$ cat src/design/jsu_pkg.sv
// Shared types and constants for the JSON string unescaper.
// No dependencies; imported by every module of the block.
package jsu_pkg;

	typedef enum logic [2:0] {
		MODE_IDLE   = 3'd0,
		MODE_TEXT   = 3'd1,
		MODE_ESCAPE = 3'd2,
		MODE_HEX    = 3'd3
	} mode_t;

	typedef enum logic [1:0] {
		ST_BYTE      = 2'd0,
		ST_DONE      = 2'd1,
		ST_MALFORMED = 2'd2,
		ST_TOO_LONG  = 2'd3
	} status_t;

	localparam logic [15:0] LIMIT_RESET = 16'd32768;

	// Most results that one input byte can cause.
	localparam int MAX_RES  = 3;
	localparam int FIFO_AW  = 2;
	localparam int FIFO_DEPTH = 1 << FIFO_AW;

	localparam logic [7:0] CH_QUOTE = 8'h22;
	localparam logic [7:0] CH_BSLASH = 8'h5c;
	localparam logic [7:0] CH_SLASH = 8'h2f;
	localparam logic [7:0] CH_QMARK = 8'h3f;

	typedef struct packed {
		logic [7:0] data;
		status_t    status;
		logic       last;
	} result_t;

	typedef struct packed {
		mode_t                     mode;
		logic [15:0]               cp;
		logic [1:0]                hex_cnt;
		logic [15:0]               count;
		logic [1:0]                nres;
		result_t [MAX_RES-1:0]     res;
	} decode_t;

endpackage

$ cat src/design/jsu_decode.sv
// Next-state and result logic for one raw byte of a JSON string.
// Depends on jsu_pkg.
module jsu_decode (
	input  logic [7:0]       in_byte,
	input  logic             start_req,
	input  jsu_pkg::mode_t   mode,
	input  logic [15:0]      cp,
	input  logic [1:0]       hex_cnt,
	input  logic [15:0]      count,
	input  logic [15:0]      limit,
	output jsu_pkg::decode_t dec
);
	import jsu_pkg::*;

	logic        hex_ok;
	logic [3:0]  hex_v;
	logic [15:0] cp_new;
	logic        app;
	logic [1:0]  app_n;
	logic [7:0]  app_b [MAX_RES];
	logic [16:0] sum;

	// hex digit value, either case
	always_comb begin
		hex_ok = 1'b1;
		hex_v  = 4'd0;
		if (in_byte >= 8'h30 && in_byte <= 8'h39) begin
			hex_v = 4'(in_byte - 8'h30);
		end else if (in_byte >= 8'h61 && in_byte <= 8'h66) begin
			hex_v = 4'(in_byte - 8'h57);
		end else if (in_byte >= 8'h41 && in_byte <= 8'h46) begin
			hex_v = 4'(in_byte - 8'h37);
		end else begin
			hex_ok = 1'b0;
		end
	end

	assign cp_new = {cp[11:0], hex_v};

	always_comb begin
		dec         = '0;
		dec.mode    = mode;
		dec.cp      = cp;
		dec.hex_cnt = hex_cnt;
		dec.count   = count;
		app         = 1'b0;
		app_n       = 2'd0;
		for (int i = 0; i < MAX_RES; i++) begin
			app_b[i] = 8'h00;
		end

		if (start_req) begin
			dec.count   = '0;
			dec.cp      = '0;
			dec.hex_cnt = '0;
			if (in_byte == CH_QUOTE) begin
				dec.mode = MODE_TEXT;
			end else begin
				dec.mode   = MODE_IDLE;
				dec.nres   = 2'd1;
				dec.res[0] = '{data: 8'h00, status: ST_MALFORMED, last: 1'b1};
			end
		end else begin
			unique case (mode)
				MODE_TEXT: begin
					if (in_byte == CH_QUOTE) begin
						dec.mode   = MODE_IDLE;
						dec.nres   = 2'd1;
						dec.res[0] = '{data: 8'h00, status: ST_DONE, last: 1'b1};
					end else if (in_byte < 8'h20) begin
						dec.mode   = MODE_IDLE;
						dec.nres   = 2'd1;
						dec.res[0] = '{data: 8'h00, status: ST_MALFORMED, last: 1'b1};
					end else if (in_byte == CH_BSLASH) begin
						dec.mode = MODE_ESCAPE;
					end else begin
						app      = 1'b1;
						app_n    = 2'd1;
						app_b[0] = in_byte;
					end
				end
				MODE_ESCAPE: begin
					dec.mode = MODE_TEXT;
					app      = 1'b1;
					app_n    = 2'd1;
					case (in_byte) inside
						CH_QUOTE, CH_BSLASH, CH_SLASH: app_b[0] = in_byte;
						8'h62: app_b[0] = 8'h08;
						8'h66: app_b[0] = 8'h0c;
						8'h6e: app_b[0] = 8'h0a;
						8'h72: app_b[0] = 8'h0d;
						8'h74: app_b[0] = 8'h09;
						8'h75: begin
							app         = 1'b0;
							app_n       = 2'd0;
							dec.cp      = '0;
							dec.hex_cnt = '0;
							dec.mode    = MODE_HEX;
						end
						default: begin
							app        = 1'b0;
							app_n      = 2'd0;
							dec.mode   = MODE_IDLE;
							dec.nres   = 2'd1;
							dec.res[0] = '{data: 8'h00, status: ST_MALFORMED, last: 1'b1};
						end
					endcase
				end
				MODE_HEX: begin
					if (!hex_ok) begin
						dec.mode   = MODE_IDLE;
						dec.nres   = 2'd1;
						dec.res[0] = '{data: 8'h00, status: ST_MALFORMED, last: 1'b1};
					end else begin
						dec.cp = cp_new;
						if (hex_cnt != 2'd3) begin
							dec.hex_cnt = hex_cnt + 2'd1;
						end else begin
							dec.hex_cnt = 2'd0;
							dec.mode    = MODE_TEXT;
							app         = 1'b1;
							// UTF-8 encode; surrogates map to '?'
							if (cp_new[15:7] == '0) begin
								app_n    = 2'd1;
								app_b[0] = cp_new[7:0];
							end else if (cp_new[15:11] == '0) begin
								app_n    = 2'd2;
								app_b[0] = {3'b110, cp_new[10:6]};
								app_b[1] = {2'b10, cp_new[5:0]};
							end else if (cp_new[15:11] == 5'b11011) begin
								app_n    = 2'd1;
								app_b[0] = CH_QMARK;
							end else begin
								app_n    = 2'd3;
								app_b[0] = {4'b1110, cp_new[15:12]};
								app_b[1] = {2'b10, cp_new[11:6]};
								app_b[2] = {2'b10, cp_new[5:0]};
							end
						end
					end
				end
				default: begin
					dec.mode = MODE_IDLE;
				end
			endcase

			// count after the append, one bit wider to catch the limit
			sum = {1'b0, count} + {15'd0, app_n};

			if (app) begin
				if (sum > {1'b0, limit}) begin
					dec.mode   = MODE_IDLE;
					dec.nres   = 2'd1;
					dec.res[0] = '{data: 8'h00, status: ST_TOO_LONG, last: 1'b1};
				end else begin
					dec.count = sum[15:0];
					dec.nres  = app_n;
					for (int i = 0; i < MAX_RES; i++) begin
						dec.res[i] = '{data: app_b[i], status: ST_BYTE,
							last: (2'(i + 1) == app_n)};
					end
				end
			end
		end
		if (start_req) begin
			sum = '0;
		end
	end

endmodule

$ cat src/design/jsu_out_fifo.sv
// Result queue: takes up to three results per cycle, gives one per cycle while out_stall is low.
// Depends on jsu_pkg.
module jsu_out_fifo (
	input  logic                                clk,
	input  logic                                arst_n,
	input  logic [1:0]                          push_n,
	input  jsu_pkg::result_t [jsu_pkg::MAX_RES-1:0] push_data,
	output logic                                room,
	output logic                                out_valid,
	input  logic                                out_stall,
	output jsu_pkg::result_t                    head
);
	import jsu_pkg::*;

	result_t                mem [FIFO_DEPTH];
	logic [FIFO_AW-1:0]     wr_ptr_q;
	logic [FIFO_AW-1:0]     rd_ptr_q;
	logic [FIFO_AW:0]       count_q;
	logic                   pop;

	assign out_valid = (count_q != '0);
	assign pop       = out_valid && !out_stall;
	// room for a full burst, counted before this cycle's pop
	assign room      = (count_q <= (FIFO_AW+1)'(FIFO_DEPTH - MAX_RES));
	assign head      = mem[rd_ptr_q];

	always_ff @(posedge clk) begin
		for (int i = 0; i < MAX_RES; i++) begin
			if (2'(i) < push_n) begin
				mem[wr_ptr_q + FIFO_AW'(i)] <= push_data[i];
			end
		end
	end

	always_ff @(posedge clk or negedge arst_n) begin
		if (!arst_n) begin
			wr_ptr_q <= '0;
			rd_ptr_q <= '0;
			count_q  <= '0;
		end else begin
			wr_ptr_q <= wr_ptr_q + FIFO_AW'(push_n);
			if (pop) begin
				rd_ptr_q <= rd_ptr_q + 1'b1;
			end
			count_q <= count_q + (FIFO_AW+1)'(push_n) - (FIFO_AW+1)'(pop);
		end
	end

endmodule

$ cat src/design/json_string_unescaper.sv
// Top level of the JSON string unescaper: parse state, limit register,
// byte decoder and result queue. Depends on jsu_pkg, jsu_decode, jsu_out_fifo.
//
// Usage:
//  - Input channel (in_valid/in_stall, in_byte, start_req): one raw byte of a
//    quoted JSON string per request; start_req marks the opening quote.
//  - Output channel (out_valid/out_stall, out_byte, status, last): one result
//    per request; status 0 byte, 1 closed, 2 malformed, 3 too long. last
//    flags the final result caused by an input byte.
//  - cfg_wr_en/cfg_wr_data write max_decoded_bytes; write only while idle.
//  - A result is registered in the result queue before it is visible.
//  - Throughput: one input byte per cycle while each byte gives at most one
//    result and out_stall is low. A \uXXXX escape that encodes to three
//    UTF-8 bytes holds off input while the four-entry result queue drains;
//    the queue depth sets how long.
//  - in_stall rises when the queue cannot take a full three-result burst,
//    so a stalled receiver backs up into the input after at most four
//    queued results.
//  - Reset: parse state idle, count and code point zero, limit 32768,
//    queue empty.
module json_string_unescaper (
	input  logic        clk,
	input  logic        arst_n,
	input  logic        in_valid,
	output logic        in_stall,
	input  logic [7:0]  in_byte,
	input  logic        start_req,
	output logic        out_valid,
	input  logic        out_stall,
	output logic [7:0]  out_byte,
	output logic [1:0]  status,
	output logic        last,
	input  logic        cfg_wr_en,
	input  logic [15:0] cfg_wr_data
);
	import jsu_pkg::*;

	// parse state, advanced once per accepted request
	mode_t       mode_q;
	logic [15:0] cp_q;
	logic [1:0]  hex_cnt_q;
	logic [15:0] count_q;
	logic [15:0] limit_q;

	decode_t     dec;
	logic        room;
	logic        accept;
	logic [1:0]  push_n;
	result_t     head;

	assign in_stall = !room;
	assign accept   = in_valid && room;
	assign push_n   = accept ? dec.nres : 2'd0;

	jsu_decode u_decode (
		.in_byte   (in_byte),
		.start_req (start_req),
		.mode      (mode_q),
		.cp        (cp_q),
		.hex_cnt   (hex_cnt_q),
		.count     (count_q),
		.limit     (limit_q),
		.dec       (dec)
	);

	// results land in the queue in the same cycle the request is taken
	jsu_out_fifo u_out_fifo (
		.clk       (clk),
		.arst_n    (arst_n),
		.push_n    (push_n),
		.push_data (dec.res),
		.room      (room),
		.out_valid (out_valid),
		.out_stall (out_stall),
		.head      (head)
	);

	assign out_byte = head.data;
	assign status   = head.status;
	assign last     = head.last;

	always_ff @(posedge clk or negedge arst_n) begin
		if (!arst_n) begin
			mode_q    <= MODE_IDLE;
			cp_q      <= '0;
			hex_cnt_q <= '0;
			count_q   <= '0;
		end else if (accept) begin
			mode_q    <= dec.mode;
			cp_q      <= dec.cp;
			hex_cnt_q <= dec.hex_cnt;
			count_q   <= dec.count;
		end
	end

	always_ff @(posedge clk or negedge arst_n) begin
		if (!arst_n) begin
			limit_q <= LIMIT_RESET;
		end else if (cfg_wr_en) begin
			limit_q <= cfg_wr_data;
		end
	end

endmodule
$ cat config.mk
export PLATFORM = sky130hd
export DESIGN_NAME = json_string_unescaper
export DESIGN_NICKNAME = d
export VERILOG_FILES = /design/src/design/jsu_pkg.sv /design/src/design/jsu_decode.sv /design/src/design/jsu_out_fifo.sv /design/src/design/json_string_unescaper.sv
export SDC_FILE = /design/constraint.sdc
export NUM_CORES = 1
export LEC_CHECK = 0
export ABC_AREA = 0
export BUFFER_PORTS_ARGS = -buffer_cell sky130_fd_sc_hd__buf_4
export CORE_MARGIN = 1
export CORE_UTILIZATION = 51
export CTS_BUF_LIST = sky130_fd_sc_hd__clkbuf_4 sky130_fd_sc_hd__clkbuf_8
export DETAILED_ROUTE_END_ITERATION = 7
export PLACE_DENSITY_LB_ADDON = 0.3
export SYNTH_ARGS = -nofsm -noshare
export SYNTH_HDL_FRONTEND = slang
export SYNTH_HIERARCHICAL = 1
export SYNTH_SLANG_ARGS = --single-unit
$ cat constraint.sdc
create_clock -name clk -period 17.3 [get_ports clk]
set_input_delay 3.46 -clock clk [delete_from_list [all_inputs] [get_ports clk]]
set_output_delay 3.46 -clock clk [all_outputs]
set_load 0.01 [all_outputs]
==> flow_summary.ini, run 1 <==
[status]
run_status = finished clean

[detailed_routing]
viasPerCell = 6.058
vias = 6179
ant_nets = 0
wirelength_um = 17740
wl_per_cell_um = 17.39
firstDrtPassIters = 7
remaining_drc_errors = 0
drt_iter0_markers = 678

[final_layout]
final_area_mm2 = 0.008041
mostFrequentLayoutCells = nand2_1 (119), nor2_1 (103), dfrtp_1 (55)
diodes = 0
syn2layout_area_growth_pct = 6.039
layout-drive-gt1-share_pct = 18.06
final_common_cell = nand2_1
layout.nets = 890

[floorplanning]
die-area_mm2 = 0.01536
core_mm2 = 0.01453
num_io_pins = 43
fp-row-count = 44
fp.dieW_um = 123.9
start_util_pct = 52.18
die_h_um = 123.9

[yosys]
avgSynthCellArea_um2 = 9.226
yosys_warnings = 6
syn_inst = 822
synth_area_mm2 = 0.007584

[pwr]
irDropWorstVdd_v = 0.00004579
p_clk_share_pct = 23.9
p_switching_uw = 188.3
p_seq_share_pct = 51.0
swShare_pct = 31.96
intPower_uw = 400.9
combPwrFrac_pct = 25.1
p_leak_nw = 3.351
p_per_area_mw_per_mm2 = 73.27

[worst_setup_path]
cp.arrival_ns = 9.76
start_kind = primary input
end_kind = flip-flop
rrSetupSlack_ns = 10.08
critPathBufInv = 4
crit_top_cell = ha_1
crit_slowest_cell = nand4bb_1
cp_max_fo = 23
path_delay_family = simple AND/OR/NAND/NOR gates
slowest_delay_ns = 0.88
path_class = in -> reg
worstPathRequired_ns = 17.40

[sta]
setup_slack_ns = 7.641
max_slew_margin_pct = 32.36
fmax_mhz = 103.5
finalMaxSlewViolations = 0
period_share_pct = 55.83
tightest_slew_ns = 1.005
min_period_ns = 9.659
rsz0062_at_grt = no
hold_viol = 0
finalSetupTns_ns = 0
setup_viol = 0
skew_ns = 0.009710

[cts]
clk_latency_ns = 0.39
hold_buffers = 0
clockBufferDepth = 2
cts_made_buffers = 9
ctsResizeCount = 0
cts_max_level = 3
postCtsSetupRepairBufs = 0
cts_root_buffer = clkbuf_8
path_clk_slew_ns = 0.10
tritoncts = done
cts_sinks = 100

[grt]
grt_max_degree = 57
grt_pass1_vias = 5745
antenna_found_initial = 0
track_usage_pct = 24.29
grt_pass1_wl_um = 28910
globalRoute.totalOverflow = 0

[placement]
port_buffers = 42
placed_area_mm2 = 0.007866
pre_cts_slack_ns = 7.295
gp_congestion = 0.9631
dp_hpwl_um = 12230

[run]
max-cap-violations = 0

[min_path]
min_path_type = reg -> reg
==> power by group through the flow <==
stage          Combinational [mW]  Clock (mW)  Sequential (mW)
6_report                    0.148       0.141            0.301
5_1_grt                     0.164       0.153            0.306
4_1_cts                     0.149       0.145            0.301
3_5_place_dp                0.149           0            0.306
3_3_place_gp                0.147           0            0.306
2_1_floorplan               0.126           0            0.285
==> cell type report <==
cell class / count / area, um^2
Fill cell: 1337 / 6492
Multi-Input combinational cell: 633 / 4398
Sequential cell: 100 / 2724
Timing Repair Buffer: 50 / 375.4
Tap cell: 184 / 230.2
Inverter: 37 / 138.9
Clock buffer: 9 / 123.9
Clock inverter: 7 / 51.30
==> metrics by stage <==
stage          utilization [%]  instances  power, mW  hold slack (ns)
3_3_place_gp             54.12       1004     0.4536           0.4906
3_5_place_dp             54.12       1004     0.4558           0.4938
2_1_floorplan                -        828     0.4103           0.4694
5_1_grt                  55.33       1020     0.6237           0.5415
6_report                 55.33       1020     0.5892           0.5091
4_1_cts                  55.33       1020     0.5956           0.5090
==> path summary, 6_finish.rpt <==
kind                                       startpoint                    end  cells after the start
worst min register to register  u_out_fifo/count_q[2]  u_out_fifo/count_q[2]                      1
min in group asynchronous                      arst_n            limit_q[10]                      1
worst max register to register                cp_q[7]   u_out_fifo/mem[2][8]                     22
worst min-delay path            u_out_fifo/count_q[2]  u_out_fifo/count_q[2]                      1
max in group asynchronous                      arst_n                cp_q[4]                      1
worst max-delay path                       in_byte[0]   u_out_fifo/mem[2][8]                     25
==> sequential cells by signal, summed over array words and instances (netlist names) <==
register and flops:
count_q 16, cp_q 12, hex_cnt_q 2, limit_q 16, mode_q 3, u_out_fifo/count_q 3, u_out_fifo/mem 44, u_out_fifo/rd_ptr_q 2
u_out_fifo/wr_ptr_q 2
==> metal layers <==
layer / vias to the layer above / global-route usage (%) / routed length (um) / part of all wire (%)
li1: 2975 / - / - / -
met1: 2984 / 32.52 / 8160 / 46
met2: 194 / 39.93 / 8330 / 47
met3: 26 / 4.258 / 946 / 5.3
met4: 0 / 7.589 / 303 / 1.7
met5: - / 0 / 0 / 0
==> worst reg2reg max path: stages (launching register included) <==
cell and delay, ns:
dfrtp_1 0.47, nor4_1 0.54, nor2b_1 0.58, nand2_1 0.31, nand3_1 0.30, inv_1 0.08
ha_1 0.28, a21oi_1 0.09, nor4_1 0.51, and3_1 0.32, nand4_1 0.19, xnor2_1 0.18
ha_1 0.30, nand3_1 0.10, nor3_1 0.20, a31o_2 0.17, o21ai_1 0.06, buf_4 0.21
nor4_1 0.23, and3_1 0.55, nand4bb_1 0.88, nor2_1 0.34, a31oi_1 0.07
No activity file was read; power rests on OpenSTA's default activity.
==> inputs of run 2 (changes only) <==
- ABC_AREA: 0 -> 1
- clock period: 17.3 -> 9.3 ns (I/O delays scaled with it)
==> flow_summary.ini, run 2 <==
[floorplanning]
core_mm2 = 0.01537
start_util_pct = 52.72
die-area_mm2 = 0.01640
die_h_um = 128.1
fp-row-count = 45
num_io_pins = 43
fp.dieW_um = 128.1

[worst_setup_path]
worstPathRequired_ns = 9.33
path_delay_family = simple AND/OR/NAND/NOR gates
cp.arrival_ns = 8.09
crit_top_cell = inv_1
path_class = in -> reg
rr_endpoint = u_out_fifo/mem[2][4]
critPathBufInv = 8
end_kind = flip-flop
rr_worst_depth = 34
r2r-start = mode_q[1]
start_kind = primary input
crit_slowest_cell = nand3_1
cp_max_fo = 22
slowest_delay_ns = 0.75
rrSetupSlack_ns = 2.11

[grt]
track_usage_pct = 26.91
grt_pass1_wl_um = 34780
globalRoute.totalOverflow = 0
grt_pass1_vias = 6906
grt_max_degree = 57
antenna_found_initial = 0

[detailed_routing]
drt-met1-wl_um = 10060
firstDrtPassIters = 6
wl_per_cell_um = 14.64
vias = 7776
dr_wl_met3_um = 1263
drt_iter0_markers = 861
wl_met2_um = 9320
wirelength_um = 21090
viasPerCell = 5.400
remaining_drc_errors = 0
dr.max_layer_used = met4
ant_nets = 0

[yosys]
syn_inst = 1224
avgSynthCellArea_um2 = 6.621
yosys_warnings = 6
synth_area_mm2 = 0.008104

[min_path]
holdPathStages = 2
hp-start = limit_q[15]
holdPathEnd = limit_q[15]
min_path_type = reg -> reg

[final_layout]
layout.nets = 1283
syn2layout_area_growth_pct = 6.145
largest_register_ff_count = 44
mostFrequentLayoutCells = nand2_1 (373), inv_1 (168), nand3_1 (125)
fill_cells = 1518
diodes = 0
final_common_cell = nand2_1
layout-drive-gt1-share_pct = 8.869
top_register = u_out_fifo/mem
multi_input_area_mm2 = 0.004343
top_regs = u_out_fifo/mem x44, count_q x16, limit_q x16
seq_area_mm2 = 0.002724

[sta]
rsz0062_at_grt = no
hold_viol = 0
tightest_slew_ns = 0.9975
finalMaxSlewViolations = 0
min_period_ns = 8.061
whs_ns = 0.4772
period_share_pct = 86.67
max_slew_margin_pct = 33.43
setup_viol = 0
fmax_mhz = 124.1
skew_ns = 0.01372
finalSetupTns_ns = 0

[cts]
cts_root_buffer = clkbuf_8
cts_made_buffers = 9
tritoncts = done
clk_latency_ns = 0.40
ctsResizeCount = 0
postCtsSetupRepairBufs = 0
cts_sinks = 100
path_clk_slew_ns = 0.11
clockBufferDepth = 2
hold_buffers = 0
cts_max_level = 3

[run]
max-cap-violations = 0

[pwr]
p_per_area_mw_per_mm2 = 145.9
irDropWorstVdd_v = 0.00009376
combPwrFrac_pct = 32.2
p_leak_nw = 4.619
p_switching_uw = 488.1
swShare_pct = 38.89
p_clk_share_pct = 24.6
intPower_uw = 767.0
p_seq_share_pct = 43.1

[placement]
gp_congestion = 0.9911
port_buffers = 42
dp_hpwl_um = 15420

[status]
run_status = finished clean
==> run 2: cell types whose count changed in the layout (fill, tap and decap cells not counted), sizes merged, moves of 10 or more <==
cell and change:
nand3 +116, nand2 +264, mux2 -64, o21ai +63, and3 -10, inv +145
a31oi -45, nor2 +29, mux4 -11, nand4 +23, a22oi -11, nor4 -13
nor2b -19
==> run 2: stage by stage <==
step	instances	cell area, um^2	setup WS [ns]	utilization (%)	total power [mW]
after floorplan	1230	8127	2.297	-	0.8261
after detailed placement	1424	8386	0.9426	54.55	0.9528
after global routing	1440	8602	0.6339	55.96	1.337
after CTS	1440	8602	1.354	55.96	1.264
after global placement	1424	8386	1.186	54.55	0.9455
final	1440	8602	1.239	55.96	1.255
==> run 2: worst reg2reg max path: cells and delay by family (launching register included) <==
kind | cells | cell delay, ns
XOR/XNOR | 1 | 0.15
AO/OA/AOI/OAI | 1 | 0.14
buffers and inverters | 8 | 0.86
flip-flops | 1 | 0.42
adder cells (fa/ha/maj) | 3 | 0.90
AND/OR/NAND/NOR | 21 | 4.40
==> run 2: routing by layer <==
layer | vias up | track usage (%)
met3 | 29 | 3.422
met1 | 3565 | 38.89
li1 | 3892 | -
met5 | - | 0
met2 | 290 | 41.46
met4 | 0 | 9.343
==> run 2: power by group through the flow <==
stage / Sequential (mW) / Clock, mW / Combinational (mW)
6_report: 0.541 / 0.309 / 0.405
5_1_grt: 0.546 / 0.333 / 0.458
4_1_cts: 0.540 / 0.318 / 0.406
3_5_place_dp: 0.549 / 0 / 0.403
3_3_place_gp: 0.549 / 0 / 0.397
2_1_floorplan: 0.521 / 0 / 0.305
==> run 2: worst max-delay path by stage <==
stage          startpoint                    end  cells after the start  slack (ns)
2_1_floorplan  in_byte[1]  u_out_fifo/count_q[2]                     44        2.30
3_3_place_gp   in_byte[1]   u_out_fifo/mem[1][9]                     36        1.19
3_5_place_dp   in_byte[1]   u_out_fifo/mem[2][3]                     37        0.94
4_1_cts        in_byte[1]   u_out_fifo/mem[2][4]                     37        1.35
5_1_grt        in_byte[1]   u_out_fifo/mem[2][4]                     37        0.63
6_report       in_byte[1]   u_out_fifo/mem[2][4]                     37        1.24
==> run 2: layout make-up <==
class                           instances  share of cell area, %
Clock inverter                          7                  1.076
Inverter                              182                  7.985
Sequential cell                       100                  31.67
Multi-Input combinational cell        882                  50.49
Timing Repair Buffer                   49                  4.276
Clock buffer                            9                  1.440
Tap cell                              211                  3.069
